`src/rtl/flf_pkg.sv`:
```
// ----------------------------------------------------------------------------
// flf_pkg
// Shared types, constants and helpers for the first-order lag filter.
// ----------------------------------------------------------------------------
package flf_pkg;

    localparam int          CHANNELS_DEF = 16;
    localparam logic [31:0] DT_RESET     = 32'd655;
    localparam logic [31:0] ONE_Q31      = 32'h8000_0000;
    localparam logic [3:0]  SERIES_LAST  = 4'd13;
    localparam logic [2:0]  SQUARE_LAST  = 3'd4;
    localparam int          HIST_W       = 65;  // {primed, last_output, last_input}

    typedef enum logic [4:0] {
        OP_NONE,
        OP_CLEAR,
        OP_LOAD,
        OP_HIST,
        OP_DIV_R,
        OP_SER_MUL,
        OP_SER_RCP,
        OP_SER_FIX,
        OP_SER_END,
        OP_GAIN_A,
        OP_SQ_MUL,
        OP_SQ_TAKE,
        OP_DIV_G,
        OP_ROUND,
        OP_M1,
        OP_M2,
        OP_M3,
        OP_WRITE
    } dp_op_t;

    typedef struct packed {
        logic div_done;
        logic q_big;
        logic bypass;
        logic k_last;
        logic gain_mode;
        logic sq_last;
        logic clr_last;
    } dp_stat_t;

    // floor((2^32 - 1) / d); q0 = (t * recip) >> 32 is then floor(t/d) or one less
    function automatic logic [31:0] flf_recip(input logic [3:0] d);
        logic [31:0] r;
        case (d)
            4'd1:    r = 32'd4294967295;
            4'd2:    r = 32'd2147483647;
            4'd3:    r = 32'd1431655765;
            4'd4:    r = 32'd1073741823;
            4'd5:    r = 32'd858993459;
            4'd6:    r = 32'd715827882;
            4'd7:    r = 32'd613566756;
            4'd8:    r = 32'd536870911;
            4'd9:    r = 32'd477218588;
            4'd10:   r = 32'd429496729;
            4'd11:   r = 32'd390451572;
            4'd12:   r = 32'd357913941;
            4'd13:   r = 32'd330382099;
            4'd14:   r = 32'd306783378;
            default: r = 32'd4294967295;
        endcase
        return r;
    endfunction

    function automatic logic [31:0] flf_clamp_unit(input logic signed [33:0] s);
        logic [31:0] r;
        if (s < 0) begin
            r = 32'd0;
        end else if (s > $signed({2'b00, ONE_Q31})) begin
            r = ONE_Q31;
        end else begin
            r = s[31:0];
        end
        return r;
    endfunction

    function automatic logic signed [31:0] flf_sat32(input logic signed [35:0] v);
        logic signed [31:0] r;
        if (v > 36'sd2147483647) begin
            r = 32'sh7FFF_FFFF;
        end else if (v < -36'sd2147483648) begin
            r = 32'sh8000_0000;
        end else begin
            r = v[31:0];
        end
        return r;
    endfunction

endpackage

```
`src/rtl/flf_ctrl.sv`:
```
// ----------------------------------------------------------------------------
// flf_ctrl
// Sequencer: clearing pass, item intake, series/exp/divide steps, result.
// ----------------------------------------------------------------------------
module flf_ctrl (
    input  logic              aclk,
    input  logic              aresetn,
    input  logic              s_valid,
    output logic              s_ready,
    output logic              m_valid,
    input  logic              m_ready,
    input  flf_pkg::dp_stat_t stat,
    output flf_pkg::dp_op_t   op
);
    import flf_pkg::*;

    typedef enum logic [16:0] {
        ST_CLEAR  = 17'd1 << 0,
        ST_IDLE   = 17'd1 << 1,
        ST_HIST   = 17'd1 << 2,
        ST_DIVR   = 17'd1 << 3,
        ST_SMUL   = 17'd1 << 4,
        ST_SRCP   = 17'd1 << 5,
        ST_SFIX   = 17'd1 << 6,
        ST_SEND   = 17'd1 << 7,
        ST_GAINA  = 17'd1 << 8,
        ST_SQMUL  = 17'd1 << 9,
        ST_SQTAKE = 17'd1 << 10,
        ST_DIVG   = 17'd1 << 11,
        ST_ROUND  = 17'd1 << 12,
        ST_M1     = 17'd1 << 13,
        ST_M2     = 17'd1 << 14,
        ST_M3     = 17'd1 << 15,
        ST_WRITE  = 17'd1 << 16
    } state_t;

    state_t state_reg, state_next;
    logic   m_valid_reg, m_valid_next;
    logic   out_free;

    assign out_free = !m_valid_reg || m_ready;

    always_comb begin
        state_next   = state_reg;
        op           = OP_NONE;
        m_valid_next = m_valid_reg && !m_ready;
        case (state_reg)
            ST_CLEAR: begin
                op = OP_CLEAR;
                if (stat.clr_last) state_next = ST_IDLE;
            end
            ST_IDLE: begin
                if (s_valid) begin
                    op         = OP_LOAD;
                    state_next = ST_HIST;
                end
            end
            ST_HIST: begin
                op         = OP_HIST;
                state_next = stat.bypass ? ST_WRITE : ST_DIVR;
            end
            ST_DIVR: begin
                op = OP_DIV_R;
                if (stat.div_done) state_next = stat.q_big ? ST_DIVG : ST_SMUL;
            end
            ST_SMUL: begin
                op         = OP_SER_MUL;
                state_next = ST_SRCP;
            end
            ST_SRCP: begin
                op         = OP_SER_RCP;
                state_next = ST_SFIX;
            end
            ST_SFIX: begin
                op         = OP_SER_FIX;
                state_next = stat.k_last ? ST_SEND : ST_SMUL;
            end
            ST_SEND: begin
                op         = OP_SER_END;
                state_next = stat.gain_mode ? ST_GAINA : ST_SQMUL;
            end
            ST_GAINA: begin
                op         = OP_GAIN_A;
                state_next = ST_ROUND;
            end
            ST_SQMUL: begin
                op         = OP_SQ_MUL;
                state_next = ST_SQTAKE;
            end
            ST_SQTAKE: begin
                op         = OP_SQ_TAKE;
                state_next = stat.sq_last ? ST_DIVG : ST_SQMUL;
            end
            ST_DIVG: begin
                op = OP_DIV_G;
                if (stat.div_done) state_next = ST_ROUND;
            end
            ST_ROUND: begin
                op         = OP_ROUND;
                state_next = ST_M1;
            end
            ST_M1: begin
                op         = OP_M1;
                state_next = ST_M2;
            end
            ST_M2: begin
                op         = OP_M2;
                state_next = ST_M3;
            end
            ST_M3: begin
                op         = OP_M3;
                state_next = ST_WRITE;
            end
            ST_WRITE: begin
                if (out_free) begin
                    op           = OP_WRITE;
                    m_valid_next = 1'b1;
                    state_next   = ST_IDLE;
                end
            end
            default: state_next = ST_IDLE;
        endcase
    end

    always_ff @(posedge aclk) begin
        if (!aresetn) begin
            state_reg   <= ST_CLEAR;
            m_valid_reg <= 1'b0;
        end else begin
            state_reg   <= state_next;
            m_valid_reg <= m_valid_next;
        end
    end

    assign s_ready = (state_reg == ST_IDLE);
    assign m_valid = m_valid_reg;

    a_write_hold: assert property (@(posedge aclk) disable iff (!aresetn)
        (state_reg == ST_WRITE && !out_free) |=> (state_reg == ST_WRITE))
        else $error("result dropped while output busy");
    a_write_out: assert property (@(posedge aclk) disable iff (!aresetn)
        (state_reg == ST_WRITE && out_free) |=> (m_valid_reg && state_reg == ST_IDLE))
        else $error("result not presented");
    a_div_wait: assert property (@(posedge aclk) disable iff (!aresetn)
        stat.div_done |-> (state_reg == ST_DIVR || state_reg == ST_DIVG))
        else $error("divider finished outside a wait state");
endmodule

```
`config.mk`:
```
export PLATFORM = sky130hd
export DESIGN_NAME = flf_ctrl
export DESIGN_NICKNAME = d
export VERILOG_FILES = /design/src/rtl/flf_pkg.sv /design/src/rtl/flf_ctrl.sv
export SDC_FILE = /design/constraint.sdc
export NUM_CORES = 1
export LEC_CHECK = 0
export BUFFER_PORTS_ARGS = -buffer_cell sky130_fd_sc_hd__buf_4
export CORE_UTILIZATION = 40
export CTS_CLUSTER_SIZE = 8
export DETAILED_ROUTE_END_ITERATION = 6
export GPL_ROUTABILITY_DRIVEN = 0
export SKIP_CTS_REPAIR_TIMING = 1
export SLEW_MARGIN = 10
export SYNTH_ARGS = -nofsm -noshare
export SYNTH_HDL_FRONTEND = slang
export SYNTH_SLANG_ARGS = --single-unit
```
`constraint.sdc`:
```
create_clock -name aclk -period 2.5 [get_ports aclk]
set_input_delay 0.375 -clock aclk [delete_from_list [all_inputs] [get_ports aclk]]
set_output_delay 0.375 -clock aclk [all_outputs]
set_load 0.005 [all_outputs]
```
======== Word level (Yosys, flattened, before mapping) ========
Index checks and enable logic that the tools add are counted.
word-level totals
  bits in registers ....................... 18
  bits of input ports ..................... 11
  output and inout bits ................... 7
  logic and storage cells ................. 45
cells by class
  equal/unequal tests ..................... 22
  mux-type cells .......................... 16
  reductions and logical operators ........ 5
operator list
  operator                                                                  count
  17-bit case mux with 17 select lines                                      1
  17-bit 2-to-1 mux                                                         6
  5-bit case mux with 17 select lines                                       1
  12-bit 2-to-1 mux                                                         2
  17-bit by 1-bit equality test with 1-bit output (second input constant)   1
  17-bit by 10-bit equality test with 1-bit output (second input constant)  1
  17-bit by 11-bit equality test with 1-bit output (second input constant)  1
  17-bit by 12-bit equality test with 1-bit output (second input constant)  1
  17-bit by 13-bit equality test with 1-bit output (second input constant)  1
  17-bit by 14-bit equality test with 1-bit output (second input constant)  1
  17-bit by 15-bit equality test with 1-bit output (second input constant)  1
  17-bit by 16-bit equality test with 1-bit output (second input constant)  1
  17-bit equality test (second input constant)                              1
  17-bit by 2-bit equality test with 1-bit output (second input constant)   1
  17-bit by 3-bit equality test with 1-bit output (second input constant)   1
  17-bit by 4-bit equality test with 1-bit output (second input constant)   1
  17-bit by 5-bit equality test with 1-bit output (second input constant)   1
  17-bit by 6-bit equality test with 1-bit output (second input constant)   1
  17-bit by 7-bit equality test with 1-bit output (second input constant)   1
  17-bit by 8-bit equality test with 1-bit output (second input constant)   1
  17-bit by 9-bit equality test with 1-bit output (second input constant)   1
  10-bit 2-to-1 mux                                                         1
  2-bit inequality test (second input constant)                             5
  8-bit 2-to-1 mux                                                          1
  other kinds (7)                                                           9

======== Logic depth before layout (Yosys ltp) ========
Gate-level depths: netlist (run 1).
  depth in word-level cells ............... 4
  depth in mapped cells ................... 7
  depth with buffers taken out ............ 5

======== Worst setup path after synthesis (run 1) ========
OpenSTA, ideal clock, no wires.
  path kind ............................... reg2out
  from .................................... reg state_reg[8]
  to ...................................... out op[0]
  arrival time ............................ 1.573 ns
  required time ........................... 2.125 ns
  slack ................................... 0.552 ns
  cell stages (with the launch flop) ...... 6
  path buffers ............................ 1
  cells stage by stage .................... dfxtp_1 buf_6 nor4_4 nand3_1 or3_1 nand3_1
between the ends
  longest elaborated chain between the ends .. 2
  elaborated cells between the ends (all ways) .. 18
  those cells by class .................... eq/ne (17); mux (1)
RTL lines
  what                                                line             text
  from (decl)                                         flf_ctrl.sv:37   state_t state_reg, state_next;
  from (signal assigned)                              flf_ctrl.sv:130  state_reg <= state_next;
  17-bit equality test, or another cell as far along  flf_ctrl.sv:47   case (state_reg)
  5-bit case mux with 17 select lines *               flf_ctrl.sv:47
  to (decl)                                           flf_ctrl.sv:13   output flf_pkg::dp_op_t op
Every way passes the cells marked *; elsewhere a longest branch is shown, timed or not.

======== Final worst setup path (run 1) ========
  from .................................... reg state_reg[15]
  to ...................................... out op[1]
Same word-level chain as after synthesis.

==> results.cfg, run 1 <==
[flow_run]
max_cap_violations = 0

[clocking]
cts_root_buf = clkbuf_4
numCtsBuffers = 3
path_clk_slew_ns = 0.11
cts.sinks = 18
htreeDepth = 1
cts_tree = done
insertion_delay_ns = 0.29
ctsLongestPathBuffers = 2

[global_route]
top_usage_layer = met2
grt_antenna_before_repair = 0
grt_pass1_wl_mm = 5.46
grt_max_degree = 12
track_usage_pct = 21.2
grt_use_met3_pct = 1.98
gr-total-overflow = 0
grt.met1_usage_pct = 28.8
grt_use_met2_pct = 33.6
grt_pass1_vias = 1195

[final_layout]
drive_gt1_share_pct = 23.6
multi_input_area_um2 = 877
largest_register_ffs = 17
final_common_cell = buf_4
nets = 190
fillers = 313
regArea_um2 = 362
syn2layout_area_growth_pct = 16.7
antenna_cells = 0
fin_area_um2 = 1510
mostFrequentLayoutCells = buf_4, dfxtp_1, nor2_1

[status]
status = finished clean

[synthesis]
synth_edf_count = 0
ys.warnings.count = 0
syn_inst = 162
syn_area_per_cell_um2 = 7.99
synthDistinctLibCells = 41
synth_area_um2 = 1290
yosysSeqAreaShare_pct = 27.9
syn_nets = 173
ys_top_cells_by_area = dfxtp_1, nor4_4, nor2_1
ys_async_sr_fraction_pct = 0
yosysTopAreaCellShare_pct = 27.9
yosys.area.top_type = dfxtp_1
synth_flop_cell = dfxtp_1
ys_seq_elements = 18

[setup_path]
cp.required_ns = 2.12
cp-end-kind = primary output
cp_max_fo = 11
path_cells = nor4_4, buf_4, nand3_2, nor2_2, o21ai_0, nand3_1, buf_4
crit_type = flop to primary output
crit_buf_inv = 2
max_stage_delay_ns = 0.44
cp_slowest_cell = dfxtp_1
crit_top_cell = buf_4
arrival_ns = 2.04
critPathTopFamily = simple AND/OR/NAND/NOR gates
cp-start-kind = flop

[timing]
layout_min_cycle_time_ns = 2.41
slew_violations = 0
fmax_mhz = 414
finalHoldViolCount = 0
rsz0062_at_grt = yes
fin_crit_sh_pct = 96.6
relSlewSlack_pct = 47.7
setup_viol = 0
clock_skew_ns = 0.00149
tightest_slew_ns = 0.774

[power_and_ir_drop]
p_leak_nw = 0.636
power.total_mw = 0.573
sw_frac_of_total_pct = 26.7
ir_drop_mv = 0.197
p_sw_mw = 0.153
pwr-share-comb_pct = 15.5
cellPowerDensity_nw_per_um2 = 380
p_clk_share_pct = 32.2
pwr-share-seq_pct = 52.3
p_int_mw = 0.420

[drt]
ant_nets = 0
first_pass_iters = 4
routed_via_density = 5.76
routedWlPerCell_um = 15.1
wirelength_mm = 3.35
via_count = 1279
drtIter0Drc = 73
drc_errors = 0

[place]
hpwlAfterDp_mm = 2.52
port_buffers = 17
placed_area_um2 = 1420

[die]
num_rows = 20
dieArea_um2 = 3470
io_pins = 18
start_util_pct = 42.4
core_um2 = 3050
die_w_um = 58.9
die_h_um = 58.9

[min_path]
hold_path_class = input pin to flop
==> synthesized netlist by cell type (all sizes together) (2+ instances only) <==
cell,instances
a21oi,7
a31oi,2
and3,7
buf,8
clkbuf,3
dfxtp,18
inv,2
nand2,14
nand2b,2
nand3,12
nand3b,3
nand4,3
nand4b,4
nor2,19
nor2b,4
nor3,13
nor4,5
nor4b,7
o21ai,5
or3,3
or4,2
xor2,8
==> kinds of logic (layout without fill, tap and decap cells) <==
logic type	count (synthesis)	count (layout)	share of synthesized area, %
AO/OA/AOI/OAI	21	21	10.1
buffers and inverters	13	29	6.19
AND/OR/NAND/NOR	101	101	49.8
XOR/XNOR	9	9	6.09
flip-flops	18	18	27.9
==> worst min-delay path: cells and delay by family <==
family                 cells  cell delay [ns]
buffers and inverters      1             0.11
and+or+nand+nor            2             0.09
==> metrics by stage <==
stage	worst slack, ns	instances	hold slack, ns	TNS [ns]	util, %
6_report	0.0857	222	0.311	0	49.5
5_1_grt	-0.0891	222	0.309	-0.137	49.5
4_1_cts	-0.112	218	0.314	-0.313	47.7
3_5_place_dp	0.228	214	0.552	0	46.5
3_3_place_gp	0.326	214	0.543	0	46.5
2_1_floorplan	0.552	162	0.493	0	-
==> power groups by stage <==
stage | Combinational (mW) | Clock (mW) | Sequential (mW)
final | 0.0888 | 0.185 | 0.300
after global routing | 0.0964 | 0.200 | 0.301
after CTS | 0.0827 | 0.189 | 0.300
after detailed placement | 0.0824 | 0 | 0.306
after global placement | 0.0820 | 0 | 0.306
after floorplan | 0.0590 | 0 | 0.297
==> final cells by class <==
cell class                      instances  area share (%)
Clock buffer                            4            2.40
Multi-Input combinational cell        131            58.1
Inverter                                2           0.497
Timing Repair Buffer                   23            11.4
Tap cell                               44            3.65
Sequential cell                        18            23.9
==> path summary, 6_finish.rpt <==
path	from	to	slack [ns]	depth (start not counted)
worst min register to register	state_reg[8]	state_reg[10]	0.55	1
worst min-delay path	stat[2]	state_reg[8]	0.31	3
worst max register to register	state_reg[15]	state_reg[12]	0.38	6
worst max-delay path	state_reg[15]	op[1]	0.09	7
==> routing by layer <==
layer  up-vias  part of all wire [%]
met4         0                   3.1
met1       583                    45
met2        61                    46
met5         -                     0
li1        625                     -
met3        10                   5.8
(Power assumes the default switching activity.)
==> run 2, diff against run 1 <==
Settings changed: GPL_TIMING_DRIVEN from default to 0, REMOVE_ABC_BUFFERS from default to 1.
==> run 2 against run 1 <==
Compared with the run above:
- register-to-register slack improved by 0.07 ns
- routed wire length decreased by 0.45%
- sequential power about the same
- critical path type unchanged
==> results.cfg, run 2 (same netlist as run 1, synthesis figures left out) <==
[clocking]
cts.sinks = 18
insertion_delay_ns = 0.29
path_clk_slew_ns = 0.12
htreeDepth = 1
numCtsBuffers = 3
ctsLongestPathBuffers = 2
cts_tree = done
cts_root_buf = clkbuf_4

[die]
core_um2 = 3050
io_pins = 18
dieArea_um2 = 3470
start_util_pct = 42.4
die_h_um = 58.9
die_w_um = 58.9
num_rows = 20

[drt]
drtIter0Drc = 49
routedWlPerCell_um = 14.8
first_pass_iters = 4
wirelength_mm = 3.33
via_count = 1271
drc_errors = 0
ant_nets = 0
routed_via_density = 5.65

[global_route]
grt_max_degree = 12
grt_pass1_vias = 1098
track_usage_pct = 19.3
grt_antenna_before_repair = 0
gr-total-overflow = 0
grt_pass1_wl_mm = 5.09

[setup_path]
r2r_cells = 6
cp_max_fo = 6
cp.required_ns = 2.12
arrival_ns = 2.08
cp-start-kind = flop
crit_type = flop to primary output
cp-end-kind = primary output

[timing]
fin_ws_ns = 0.0492
finalHoldViolCount = 0
fmax_mhz = 408
slew_violations = 0
clock_skew_ns = 0.00426
rsz0062_at_grt = yes
tightest_slew_ns = 0.583
timing.hold.ws_ns = 0.310
relSlewSlack_pct = 60.6
finalSetupTns_ns = 0
setup_viol = 0
fin_crit_sh_pct = 98.0
layout_min_cycle_time_ns = 2.45

[power_and_ir_drop]
cellPowerDensity_nw_per_um2 = 376
power.total_mw = 0.577
p_leak_nw = 0.648
ir_drop_mv = 0.191

[min_path]
hold_path_class = input pin to flop
holdPathStages = 3

[place]
pre_cts_ws_ns = -0.00663
hpwlAfterDp_mm = 2.36
dp.cells = 212
port_buffers = 17
placed_area_um2 = 1400

[final_layout]
antenna_cells = 0
largest_register_ffs = 17
fillers = 323
nets = 193
fin_area_um2 = 1530
fin_cells = 225
final_common_cell = buf_4
syn2layout_area_growth_pct = 18.6
mostFrequentLayoutCells = buf_4, dfxtp_1, nor2_1
final_util_pct = 50.2
drive_gt1_share_pct = 26.0

[flow_run]
max_cap_violations = 0

[status]
status = finished clean
[run 2: final timing paths]
kind                            slack (ns)     startpoint             to
worst max-delay path                  0.05  state_reg[10]          op[2]
worst min-delay path                  0.31        stat[2]   state_reg[8]
worst max register to register        0.45  state_reg[13]   state_reg[1]
worst min register to register        0.61   state_reg[9]  state_reg[10]
[run 2: power breakdown]
group | switching, mW | total (mW) | internal [mW]
logic | 0.0465 | 0.0892 | 0.0427
registers | 0.00938 | 0.300 | 0.290
clock network | 0.0995 | 0.188 | 0.0886
[run 2: final cells by class]
cell class / instances / area, um2 / area share (%)
tap: 44 / 55.1 / 3.59
inverter: 2 / 7.51 / 0.489
sequential: 18 / 362 / 23.6
multi-input combinational: 131 / 878 / 57.3
timing repair buffer: 26 / 195 / 12.7
clock buffer: 4 / 36.3 / 2.37
[run 2: worst max-delay path, stage by stage, from the launching register on]
cell       delay [ns]
dfxtp_1          0.39
nor4_4           0.42
nand3_2          0.27
nor4_4           0.30
a21oi_1          0.13
o2111ai_1        0.12
buf_4            0.15
[run 2: per-layer routing]
layer	up-vias	global-route usage, %	wire (um)
met5	-	0	0
met4	0	6.80	56
met3	6	1.98	153
met2	40	28.4	1560
met1	593	29.0	1560
li1	632	-	-
