### src/rtl/flf_ram.sv
// ----------------------------------------------------------------------------
// flf_ram
// Generic single-write, single-read RAM with registered read data.
// ----------------------------------------------------------------------------
module flf_ram #(
    parameter int WIDTH = 8,
    parameter int DEPTH = 16
) (
    input  logic                                   aclk,
    input  logic                                   we,
    input  logic [((DEPTH > 1) ? $clog2(DEPTH) : 1)-1:0] waddr,
    input  logic [WIDTH-1:0]                       wdata,
    input  logic [((DEPTH > 1) ? $clog2(DEPTH) : 1)-1:0] raddr,
    output logic [WIDTH-1:0]                       rdata
);
    logic [WIDTH-1:0] mem [DEPTH];
    logic [WIDTH-1:0] rdata_reg;

    always_ff @(posedge aclk) begin
        if (we) begin
            mem[waddr] <= wdata;
        end
        rdata_reg <= mem[raddr];
    end

    assign rdata = rdata_reg;
endmodule

### config.mk
export PLATFORM = sky130hd
export DESIGN_NAME = flf_ram
export DESIGN_NICKNAME = d
export VERILOG_FILES = /design/src/rtl/flf_ram.sv
export SDC_FILE = /design/constraint.sdc
export NUM_CORES = 1
export LEC_CHECK = 0
export ABC_AREA = 1
export BUFFER_PORTS_ARGS = -buffer_cell sky130_fd_sc_hd__buf_4
export CELL_PAD_IN_SITES_DETAIL_PLACEMENT = 0
export CELL_PAD_IN_SITES_GLOBAL_PLACEMENT = 1
export CORE_MARGIN = 4
export CORE_UTILIZATION = 30
export CTS_BUF_LIST = sky130_fd_sc_hd__clkbuf_8
export DETAILED_ROUTE_END_ITERATION = 10
export PLACE_DENSITY = 0.63
export RECOVER_POWER = 50
export SYNTH_ARGS = -nofsm -noshare
export SYNTH_HDL_FRONTEND = slang
export SYNTH_SLANG_ARGS = --single-unit
### constraint.sdc
create_clock -name aclk -period 1.2 [get_ports aclk]
set_clock_uncertainty 0.1 [all_clocks]
set_input_delay 0.24 -clock aclk [delete_from_list [all_inputs] [get_ports aclk]]
set_output_delay 0.24 -clock aclk [all_outputs]
set_load 0.01 [all_outputs]
# == Word-level counts from Yosys, hierarchy flattened ==
# Memory sizes are Yosys's and may differ from the RTL's. A register that Yosys moved wholly into a read port is not among the register bits.
# Cells that the tools add are included.
# op_classes
mux,2
# ops
op,n
$mux W1,2
# totals
register_bits,0
mem_bits_rw,128
inputBits,18
word_cells,3
memories,1
# mem_list
name,depth,width,rd,rd_clocked_by_memory_dff,wr,line_no,rtl
mem,16,8,1,1,1,16,logic [WIDTH-1:0] mem [DEPTH];

# == Logic depth before layout (Yosys ltp) ==
# Gate-level depths: netlist (run 1).
# depth
depth_word,2
mapped_depth,8
depth_no_buf,7

# == Worst setup path before layout (run 1) ==
# No wires, ideal clock.
# synth_timing
kind,input-to-reg
from,input waddr[3] in the netlist's numbering
to,"memory mem[4][0], enable pin"
arrival_ps,821
t_required_ps,730
slack_ps,-91
stages,2
path_cell_list,nand3b_1 nor2_1
# synth_lines
item,line_no,rtl
start: declaration,11,"input logic [((DEPTH > 1) ? $clog2(DEPTH) : 1)-1:0] waddr,"
end: declaration,16,
# Straight into the memory's write port.

# == Final worst setup path (run 1) ==
# layout_timing
from,"register rdata_reg[7], in the netlist rdata[7], read port of mem"
to,output rdata[7]
# layout_lines
item,line_no,rtl
start: declaration,17,logic [WIDTH-1:0] rdata_reg;
end: declaration,14,output logic [WIDTH-1:0] rdata
# No word-level cell between the ends.

==> run metrics, run 1 <==
final cell area excluding filler cells=6840 µm²; reg2reg start=mem[7][6]; endpoint kind of the worst setup timing path=output pin; placed cells=848; count of routing violations after the opening detailed-route iteration=198; total clock buffers created by CTS=17; CP arrival=0.88 ns; setup violators final=7; Row Count=50; largest vdd supply drop=0.696 mV; Worst Hold End=rdata[4]; clk sinks=136; total iterations of the first detailed-routing run=4; run status=complete, but fails checks; worst-case register-to-register setup slack=0.13 ns; number of maximum-capacitance violations=0; Die X-Extent=147 µm; worst hold-check slack=0.147 ns; type of element launching the critical path=flip-flop; post-DR vias/cell=4.31; clock tree from TritonCTS=done; number of warnings printed during yosys synthesis=0; leakage power summed over all cells=2.93 nW; largest delay contributor family on the critical path=flip-flops; CTS HTree Levels=4; final worst setup slack=-0.0200 ns; share of synthesized area occupied by flip-flops and latches=69.4%; routed wl met3=426 µm; Clock transition at path regs=0.07 ns; instance count of the mapped netlist=551; WS Path Type=reg2out; Pins Over Slew Limit=0; critical hold path startpoint=raddr[2]; endpoints failing hold=0; average instance area after synthesis=10.5 µm²; GP Congestion=0.787; metal1 wirelength=5980 µm; cell breakdown of the critical path=buf_6; Clock Tree Buf Depth=2; highest metal layer with signal wires=met5; portion of the clock cycle consumed by the worst path in the final layout=102%; layout cell share with drive strength beyond 1=14.0%; number of library cell types mapped by synthesis=12; number of standard cells in the layout, taps in and fillers out=882; number of global-route vias before repair=3771; post-synth top area share=66.7%; CTS Root Cell=sky130_fd_sc_hd__clkbuf_8; count of pins on the block boundary=26; largest fanout on the critical path=1; area of the core=18800 µm²; critical path's slowest cell=sky130_fd_sc_hd__dfxtp_2; final wirelength=13100 µm; violations in the final reports=negative setup slack; number of synthesized register bits=136; path type of the worst min-delay path=in2reg; area added between synthesis and finish=18.6%; worst hold path stage count=5; clock latency reported for the late side of the worst-skew pair=0.44 ns; initial antenna violation count=1; leftover overflow at the end of global routing=0; global-route wire length before repair=20400 µm; final period demand of the worst path=1.22 ns; slowest cell delay on critical path=0.33 ns; utilization after layout=36.3%; cell taking the most area after synthesis=sky130_fd_sc_hd__edfxtp_1; measured slew at the worst slew-check pin=0.833 ns; die footprint=21500 µm²; RSZ-0062 raised after global routing=yes; Initial Util=30.6%; flip-flop count of the largest register after layout=128; main area contributors after synthesis=sky130_fd_sc_hd__edfxtp_1 (67%), sky130_fd_sc_hd__nand2_1 (11%), sky130_fd_sc_hd__nand3_1 (8.4%); RR Endpoint=rdata[6]; achievable clock frequency=820 MHz; Buffers on Ports=25; layout net count=627; largest net degree at the start of global routing=57; total global routing track utilization=12.5%; detailed-route wire length per cell=14.8 µm; count of antenna-violating nets left after detailed routing=0; Critical Path RT=0.86 ns; buffers and inverters on the worst path=1; dpl cell area=6510 µm²; number of cell instances on the worst register-to-register path=6; Residual DRC=0; die span in y=147 µm; nets in the synthesized netlist=569; Antenna diodes=0; met2 wire length=6410 µm; Tot Pwr=9.33 mW; power per standard cell area=1360 nW/µm²; fillers=1891; summed instance area of the synthesized netlist=5770 µm²; Max transition margin=44.5%; routed vias=3798; HPWL after detailed placement=8720 µm
-- synth_stat cells --
| library cell | instances |
|---|---|
| sky130_fd_sc_hd__buf_4 | 4 |
| sky130_fd_sc_hd__nor2_1 | 17 |
| sky130_fd_sc_hd__buf_6 | 6 |
| sky130_fd_sc_hd__buf_1 | 1 |
| sky130_fd_sc_hd__dfxtp_1 | 8 |
| sky130_fd_sc_hd__nand3b_1 | 2 |
| sky130_fd_sc_hd__edfxtp_1 | 128 |
| sky130_fd_sc_hd__inv_1 | 100 |
| sky130_fd_sc_hd__buf_2 | 13 |
| sky130_fd_sc_hd__nand2_1 | 173 |
| sky130_fd_sc_hd__nand3_1 | 97 |
| sky130_fd_sc_hd__inv_2 | 2 |
-- routing by layer --
metal	vias to the layer above	GRT usage (%)
met5	-	0
met4	2	5.41
met3	21	3.20
met2	59	20.2
met1	1830	16.0
li1	1886	-
-- cell usage in the layout, fill, tap and decap left out --
master | synthesis | routed
sky130_fd_sc_hd__buf_12 | 0 | 8
sky130_fd_sc_hd__buf_4 | 4 | 29
sky130_fd_sc_hd__buf_6 | 6 | 8
sky130_fd_sc_hd__bufinv_16 | 0 | 1
sky130_fd_sc_hd__clkbuf_1 | 0 | 10
sky130_fd_sc_hd__clkbuf_2 | 0 | 3
sky130_fd_sc_hd__clkbuf_4 | 0 | 2
sky130_fd_sc_hd__clkbuf_8 | 0 | 17
sky130_fd_sc_hd__clkinv_1 | 0 | 5
sky130_fd_sc_hd__clkinv_2 | 0 | 4
sky130_fd_sc_hd__clkinv_4 | 0 | 1
sky130_fd_sc_hd__clkinvlp_4 | 0 | 1
sky130_fd_sc_hd__dfxtp_2 | 0 | 8
sky130_fd_sc_hd__dlygate4sd3_1 | 0 | 2
sky130_fd_sc_hd__dlymetal6s2s_1 | 0 | 1
sky130_fd_sc_hd__edfxtp_1 | 128 | 128
sky130_fd_sc_hd__inv_1 | 100 | 103
sky130_fd_sc_hd__inv_2 | 2 | 2
sky130_fd_sc_hd__nand2_1 | 173 | 173
sky130_fd_sc_hd__nand3_1 | 97 | 97
sky130_fd_sc_hd__nand3b_1 | 2 | 2
sky130_fd_sc_hd__nor2_1 | 17 | 14
sky130_fd_sc_hd__nor2_2 | 0 | 3
-- layout make-up --
| type | instances | area, µm² | share of cell area (%) |
|---|---|---|---|
| flip-flops and latches | 136 | 4010 | 58.7 |
| multi-input cells | 289 | 1220 | 17.8 |
| repair buffers | 63 | 568 | 8.30 |
| inverters | 102 | 383 | 5.60 |
| well taps | 260 | 325 | 4.75 |
| clock buffers | 17 | 234 | 3.42 |
| clock inverters | 15 | 96.3 | 1.41 |
-- worst max-delay path by stage --
stage              from    endpoint  slack, ns  cells past startpoint
5_1_grt        rdata[7]    rdata[7]      -0.07                      1
2_1_floorplan  waddr[2]  mem[10][0]      -0.09                      2
3_3_place_gp   waddr[1]  mem[13][1]      -0.17                      5
6_report       rdata[7]    rdata[7]      -0.02                      1
3_5_place_dp   waddr[1]  mem[13][2]      -0.18                      5
4_1_cts        rdata[7]    rdata[7]      -0.05                      1
-- tightest hold or removal path, delay by kind of cell --
family	cells	cell delay, ns
and+or+nand+nor	3	0.19
buffers and inverters	2	0.23
-- through the flow --
| stage | setup slack (ns) | TNS, ns |
|---|---|---|
| after global routing | -0.0656 | -0.834 |
| final | -0.0200 | -0.0808 |
| after global placement | -0.166 | -14.06 |
| after CTS | -0.0506 | -0.338 |
| after floorplan | -0.0908 | -7.24 |
| after detailed placement | -0.176 | -15.40 |
-- where the power goes --
group	switching (mW)	internal [mW]	total (mW)	leakage, nW
Sequential	0.0341	5.31	5.35	1.22
Combinational	0.457	0.278	0.735	1.52
Clock	1.69	1.56	3.24	0.180
-- what timing repair did --
| item | CTS | global route |
|---|---|---|
| buffers inserted | 0 | 0 |
| hold endpoints to repair | 18 | 0 |
| endpoints found under the setup margin | 8 | 8 |
| hold buffers | 2 | 0 |
| gates resized for setup | 15 | 1 |
-- cells by family after synthesis --
| kind of cell | synth area share (%) |
|---|---|
| buffers and inverters | 9.52 |
| DFF | 69.4 |
| and+or+nand+nor | 21.0 |
Power figures use the tool's default switching activity.
==> inputs of run 2 (changes only) <==
--- a/config.mk
+++ b/config.mk
@@ -7,13 +7,11 @@
 export LEC_CHECK = 0
 export ABC_AREA = 1
 export BUFFER_PORTS_ARGS = -buffer_cell sky130_fd_sc_hd__buf_4
-export CELL_PAD_IN_SITES_DETAIL_PLACEMENT = 0
-export CELL_PAD_IN_SITES_GLOBAL_PLACEMENT = 1
 export CORE_MARGIN = 4
 export CORE_UTILIZATION = 30
 export CTS_BUF_LIST = sky130_fd_sc_hd__clkbuf_8
 export DETAILED_ROUTE_END_ITERATION = 10
-export PLACE_DENSITY = 0.63
+export PLACE_DENSITY = 0.54
 export RECOVER_POWER = 50
 export SYNTH_ARGS = -nofsm -noshare
 export SYNTH_HDL_FRONTEND = slang
==> run 2 against run 1 <==
Against the previous run:
- the flow still finishes with violations (negative setup slack)
- global-route usage grew 0.35 points
- setup slack worse by 0.052 ns
- sequential power about the same
- first-iteration DRC count rose by 34%
- cell count is 0.91% lower
- sequential cell count is the same
==> run metrics, run 2 (synthesized netlist as in run 1, its figures left out) <==
most common library cell in the layout ignoring fill and taps=sky130_fd_sc_hd__nand2_1 (unchanged); global-route wire length before repair=20900 µm (was 20400 µm); Max transition margin=34.9% (was 44.5%); count of routing violations after the opening detailed-route iteration=265 (was 198); Buffers on Ports=25 (unchanged); detailed-route wire length per cell=15.3 µm (was 14.8 µm); area of the core=18800 µm² (unchanged); CTS HTree Levels=4 (unchanged); CP arrival=0.93 ns (was 0.88 ns); largest fanout on the critical path=1 (unchanged); count of pins on the block boundary=26 (unchanged); total iterations of the first detailed-routing run=4 (unchanged); WS Path Type=reg2out (unchanged); Residual DRC=0 (unchanged); Clock transition at path regs=0.08 ns (was 0.07 ns); run status=complete, but fails checks (unchanged); number of post-CTS setup repair buffers=0 (unchanged); Die X-Extent=147 µm (unchanged); initial antenna violation count=0 (was 1); Critical Path RT=0.86 ns (about the same); Pins Over Slew Limit=0 (unchanged); measured slew at the worst slew-check pin=0.977 ns (was 0.833 ns); cell breakdown of the critical path=buf_6 (unchanged); placed cells=841 (was 848); endpoint kind of the worst setup timing path=output pin (unchanged); type of element launching the critical path=flip-flop (unchanged); critical path's slowest cell=sky130_fd_sc_hd__dfxtp_2 (unchanged); path type of the worst min-delay path=in2reg (unchanged); Clock Tree Buf Depth=2 (unchanged); clock tree from TritonCTS=done (unchanged); violations in the final reports=negative setup slack (unchanged); Row Count=50 (unchanged); portion of the clock cycle consumed by the worst path in the final layout=106% (was 102%); total global routing track utilization=12.9% (was 12.5%); endpoints failing hold=0 (unchanged); layout net count=619 (was 627); final cell area excluding filler cells=6920 µm² (was 6840 µm²); area added between synthesis and finish=20.0% (was 18.6%); setup violators final=7 (unchanged); number of global-route vias before repair=3913 (was 3771); routed vias=3811 (was 3798); fillers=1881 (was 1891); die footprint=21500 µm² (unchanged); leftover overflow at the end of global routing=0 (unchanged); flip-flop count of the largest register after layout=128 (unchanged); Antenna diodes=0 (unchanged); largest net degree at the start of global routing=43 (was 57); layout cell share with drive strength beyond 1=16.0% (was 14.0%); die span in y=147 µm (unchanged); power per standard cell area=1460 nW/µm² (was 1360 nW/µm²); number of maximum-capacitance violations=0 (unchanged); GP Congestion=0.785 (was 0.787); total clock buffers created by CTS=17 (unchanged); Initial Util=30.6% (unchanged); buffers and inverters on the worst path=1 (unchanged); final period demand of the worst path=1.27 ns (was 1.22 ns); number of standard cells in the layout, taps in and fillers out=874 (was 882); dpl cell area=6450 µm² (was 6510 µm²); leakage power summed over all cells=2.91 nW (was 2.93 nW); final worst setup slack=-0.0723 ns (was -0.0200 ns); worst hold-check slack=0.211 ns (was 0.147 ns); largest delay contributor family on the critical path=flip-flops (unchanged); post-DR vias/cell=4.36 (was 4.31); Tot Pwr=10.1 mW (was 9.33 mW); final wirelength=13300 µm (was 13100 µm); count of antenna-violating nets left after detailed routing=0 (unchanged); commonest cells after routing, fill and taps aside=sky130_fd_sc_hd__nand2_1 (173), sky130_fd_sc_hd__edfxtp_1 (128), sky130_fd_sc_hd__inv_1 (100) (was sky130_fd_sc_hd__nand2_1 (173), sky130_fd_sc_hd__edfxtp_1 (128), sky130_fd_sc_hd__inv_1 (103)); largest vdd supply drop=1.01 mV (was 0.696 mV); clock latency reported for the late side of the worst-skew pair=0.44 ns (about the same); CTS Root Cell=sky130_fd_sc_hd__clkbuf_8 (unchanged); slowest cell delay on critical path=0.38 ns (was 0.33 ns); HPWL after detailed placement=8880 µm (was 8720 µm); achievable clock frequency=786 MHz (was 820 MHz); RSZ-0062 raised after global routing=yes (unchanged); clk sinks=136 (unchanged)
==> run 2: cell types whose count changed in the layout (fill, tap and decap cells not counted), sizes merged, moves of 3 or more <==
cell | previous run | this run
bufinv | 1 | 4
clkbuf | 32 | 27
inv | 105 | 102
clkinv | 10 | 6
clkinvlp | 1 | 5
==> run 2: power breakdown <==
part           internal (mW)  total, mW  switching (mW)
clock network           2.23       3.96            1.73
registers               5.31       5.35          0.0373
logic                  0.277      0.767           0.490
total                   7.82       10.1            2.26
==> run 2: final cells by class <==
class,instances,area [µm²],area share [%]
Inverter,102,387,5.59
Sequential cell,136,4010,58.0
Multi-Input combinational cell,289,1260,18.3
Timing Repair Buffer,55,513,7.41
Clock inverter,15,185,2.68
Tap cell,260,325,4.70
Clock buffer,17,234,3.38
==> run 2: worst paths after layout <==
path / slack [ns] / depth (start not counted) / to / from
worst min-delay path: 0.21 / 5 / rdata[5] / raddr[2]
worst max register to register: 0.10 / 6 / rdata[4] / mem[1][4]
worst max-delay path: -0.07 / 1 / rdata[5] / rdata[5]
worst min register to register: 0.58 / 6 / rdata[1] / mem[12][1]
==> run 2: per-layer routing <==
layer / wire [µm] / share of wire, % / vias up / global-route usage, %
met2: 6650 / 50 / 87 / 21.5
met1: 5540 / 42 / 1838 / 16.0
li1: - / - / 1868 / -
met3: 879 / 6.6 / 18 / 3.41
met5: 0 / 0 / - / 0
met4: 271 / 2.0 / 0 / 4.80
==> run 2: repair_timing <==
item,in CTS,in global routing
endpoints found under the hold margin,4,0
endpoints found under the setup margin,8,14
gates resized for setup,12,13
hold buffers,1,0
==> run 2: per-stage QoR <==
| step | setup slack, ns | utilization (%) | setup TNS [ns] |
|---|---|---|---|
| after floorplan | -0.0908 | - | -7.24 |
| after global placement | -0.257 | 34.2 | -19.99 |
| after detailed placement | -0.266 | 34.2 | -22.30 |
| after CTS | -0.0971 | 36.7 | -0.420 |
| after global routing | -0.101 | 36.8 | -0.500 |
| final | -0.0723 | 36.8 | -0.123 |
==> inputs of run 3 (changes only) <==
--- a/config.mk
+++ b/config.mk
@@ -7,12 +7,14 @@
 export LEC_CHECK = 0
 export ABC_AREA = 1
 export BUFFER_PORTS_ARGS = -buffer_cell sky130_fd_sc_hd__buf_4
+export CORE_ASPECT_RATIO = 0.75
 export CORE_MARGIN = 4
 export CORE_UTILIZATION = 30
 export CTS_BUF_LIST = sky130_fd_sc_hd__clkbuf_8
 export DETAILED_ROUTE_END_ITERATION = 10
 export PLACE_DENSITY = 0.54
 export RECOVER_POWER = 50
+export SLEW_MARGIN = 40
 export SYNTH_ARGS = -nofsm -noshare
 export SYNTH_HDL_FRONTEND = slang
 export SYNTH_SLANG_ARGS = --single-unit
==> run 3 against run 2 <==
Against the previous run:
- the flow still finishes with violations (negative setup slack)
- sequential cell count is the same
- total power rose by 0.84%
- first-iteration DRC count up 21%
- combinational power is essentially flat
- critical path type unchanged
- critical endpoint unchanged
- largest power group unchanged
==> run metrics, run 3 (synthesized netlist as in run 1, its figures left out) <==
count of pins on the block boundary=26 (unchanged); hold-fix buffers at CTS=0 (was 1); cell breakdown of the critical path=buf_6 (unchanged); Worst Hold End=rdata[1] (was rdata[5]); Row Count=43 (was 50); number of cell instances on the worst register-to-register path=6 (unchanged); Antenna diodes=0 (unchanged); RSZ-0062 raised after global routing=yes (unchanged); leakage power summed over all cells=2.91 nW (about the same); initial antenna violation count=1 (was 0); measured slew at the worst slew-check pin=1.10 ns (was 0.977 ns); endpoints failing hold=0 (unchanged); final wirelength=13900 µm (was 13300 µm); part of the total power dissipated in the clock network=39.7% (was 39.3%); violations in the final reports=negative setup slack (unchanged); total global routing track utilization=13.5% (was 12.9%); CP arrival=0.91 ns (was 0.93 ns); leftover overflow at the end of global routing=0 (unchanged); total iterations of the first detailed-routing run=5 (was 4); Critical Path RT=0.86 ns (about the same); area of the core=18700 µm² (was 18800 µm²); detailed-route wire length per cell=16.2 µm (was 15.3 µm); buffers and inverters on the worst path=1 (unchanged); slowest cell delay on critical path=0.37 ns (was 0.38 ns); power per standard cell area=1470 nW/µm² (was 1460 nW/µm²); HPWL after detailed placement=9100 µm (was 8880 µm); worst hold-check slack=0.140 ns (was 0.211 ns); largest fanout on the critical path=1 (unchanged); number of post-CTS setup repair buffers=0 (unchanged); worst-case register-to-register setup slack=0.07 ns (was 0.10 ns); largest net degree at the start of global routing=35 (was 43); Pins Over Slew Limit=0 (unchanged); most common library cell in the layout ignoring fill and taps=sky130_fd_sc_hd__nand2_1 (unchanged); clk sinks=136 (unchanged); number of maximum-capacitance violations=0 (unchanged); WS Path Type=reg2out (unchanged); Residual DRC=0 (unchanged); Die X-Extent=168 µm (was 147 µm); post-DR vias/cell=4.43 (was 4.36); Clock Tree Buf Depth=2 (unchanged); achievable clock frequency=798 MHz (was 786 MHz); largest delay contributor family on the critical path=flip-flops (unchanged); Clock transition at path regs=0.07 ns (was 0.08 ns); P_int=7.86 mW (was 7.82 mW); layout net count=618 (was 619); commonest cells after routing, fill and taps aside=sky130_fd_sc_hd__nand2_1 (172), sky130_fd_sc_hd__edfxtp_1 (128), sky130_fd_sc_hd__inv_1 (101) (was sky130_fd_sc_hd__nand2_1 (173), sky130_fd_sc_hd__edfxtp_1 (128), sky130_fd_sc_hd__inv_1 (100)); setup violators final=5 (was 7); critical hold path startpoint=raddr[3] (was raddr[2]); Tot Pwr=10.2 mW (was 10.1 mW); run status=complete, but fails checks (unchanged); CTS HTree Levels=4 (unchanged); GP Congestion=0.809 (was 0.785); critical path's slowest cell=sky130_fd_sc_hd__dfxtp_4 (was sky130_fd_sc_hd__dfxtp_2); register share of total power=52.8% (was 53.1%); worst hold path stage count=4 (was 5); final period demand of the worst path=1.25 ns (was 1.27 ns); count of routing violations after the opening detailed-route iteration=321 (was 265); Max transition margin=26.9% (was 34.9%); clock latency reported for the late side of the worst-skew pair=0.43 ns (was 0.44 ns); routed vias=3814 (was 3811); layout cell share with drive strength beyond 1=15.7% (was 16.0%); number of global-route vias before repair=3651 (was 3913); type of element launching the critical path=flip-flop (unchanged); RR Endpoint=rdata[3] (was rdata[4]); Buffers on Ports=25 (unchanged); reg2reg start=mem[1][3] (was mem[1][4]); number of gates given a new drive strength after cts=18 (was 12); final worst setup slack=-0.0539 ns (was -0.0723 ns); global-route wire length before repair=21600 µm (was 20900 µm); Initial Util=30.9% (was 30.6%); count of antenna-violating nets left after detailed routing=0 (unchanged); largest vdd supply drop=0.684 mV (was 1.01 mV); Gate power share=7.5% (was 7.6%); portion of the clock cycle consumed by the worst path in the final layout=104% (was 106%); clock tree from TritonCTS=done (unchanged); net switching component of the power=2.30 mW (was 2.26 mW); CTS Root Cell=sky130_fd_sc_hd__clkbuf_8 (unchanged); utilization after layout=37.0% (was 36.8%); path type of the worst min-delay path=in2reg (unchanged); endpoint kind of the worst setup timing path=output pin (unchanged); flip-flop count of the largest register after layout=128 (unchanged); Sw Share=22.6% (was 22.4%); area added between synthesis and finish=19.8% (was 20.0%); die footprint=21500 µm² (about the same); total clock buffers created by CTS=17 (unchanged); die span in y=128 µm (was 147 µm)
==> run 3: cell type report <==
| type | count | area (µm²) |
|---|---|---|
| flip-flops and latches | 136 | 4020 |
| multi-input cells | 289 | 1250 |
| fillers | 1804 | 11800 |
| well taps | 247 | 309 |
| clock inverters | 11 | 148 |
| inverters | 102 | 383 |
| repair buffers | 54 | 509 |
| clock buffers | 21 | 289 |
==> run 3: worst max-delay path by stage <==
stage / from / to / cells after the start
final: rdata[5] / rdata[5] / 1
after global routing: rdata[5] / rdata[5] / 1
after CTS: rdata[5] / rdata[5] / 1
after detailed placement: waddr[3] / mem[6][1] / 4
after global placement: raddr[0] / rdata[5] / 8
after floorplan: waddr[2] / mem[10][0] / 2
==> run 3: power by group through the flow <==
stage               logic [mW]  clock network [mW]  registers [mW]
floorplan                0.378                   0            5.45
global placement         0.763                   0            5.46
detailed placement       0.770                   0            5.46
CTS                      0.791                4.10            5.36
global route             0.855                4.32            5.37
finish                   0.767                4.03            5.36
==> run 3: layer usage <==
layer	track usage, %	wire length (µm)	up-vias
met1	20.7	6950	1824
li1	-	-	1870
met5	0	0	-
met3	2.90	753	14
met2	19.2	6090	106
met4	3.72	132	0
==> run 3: through the flow <==
stage	std cells	setup WS [ns]	instance area (µm²)	TNS (ns)
final	860	-0.0539	6910	-0.226
after global routing	860	-0.0902	6910	-0.561
after CTS	860	-0.0732	6930	-0.412
after detailed placement	828	-0.213	6440	-20.31
after global placement	828	-0.213	6440	-19.28
after floorplan	551	-0.0908	5780	-7.24
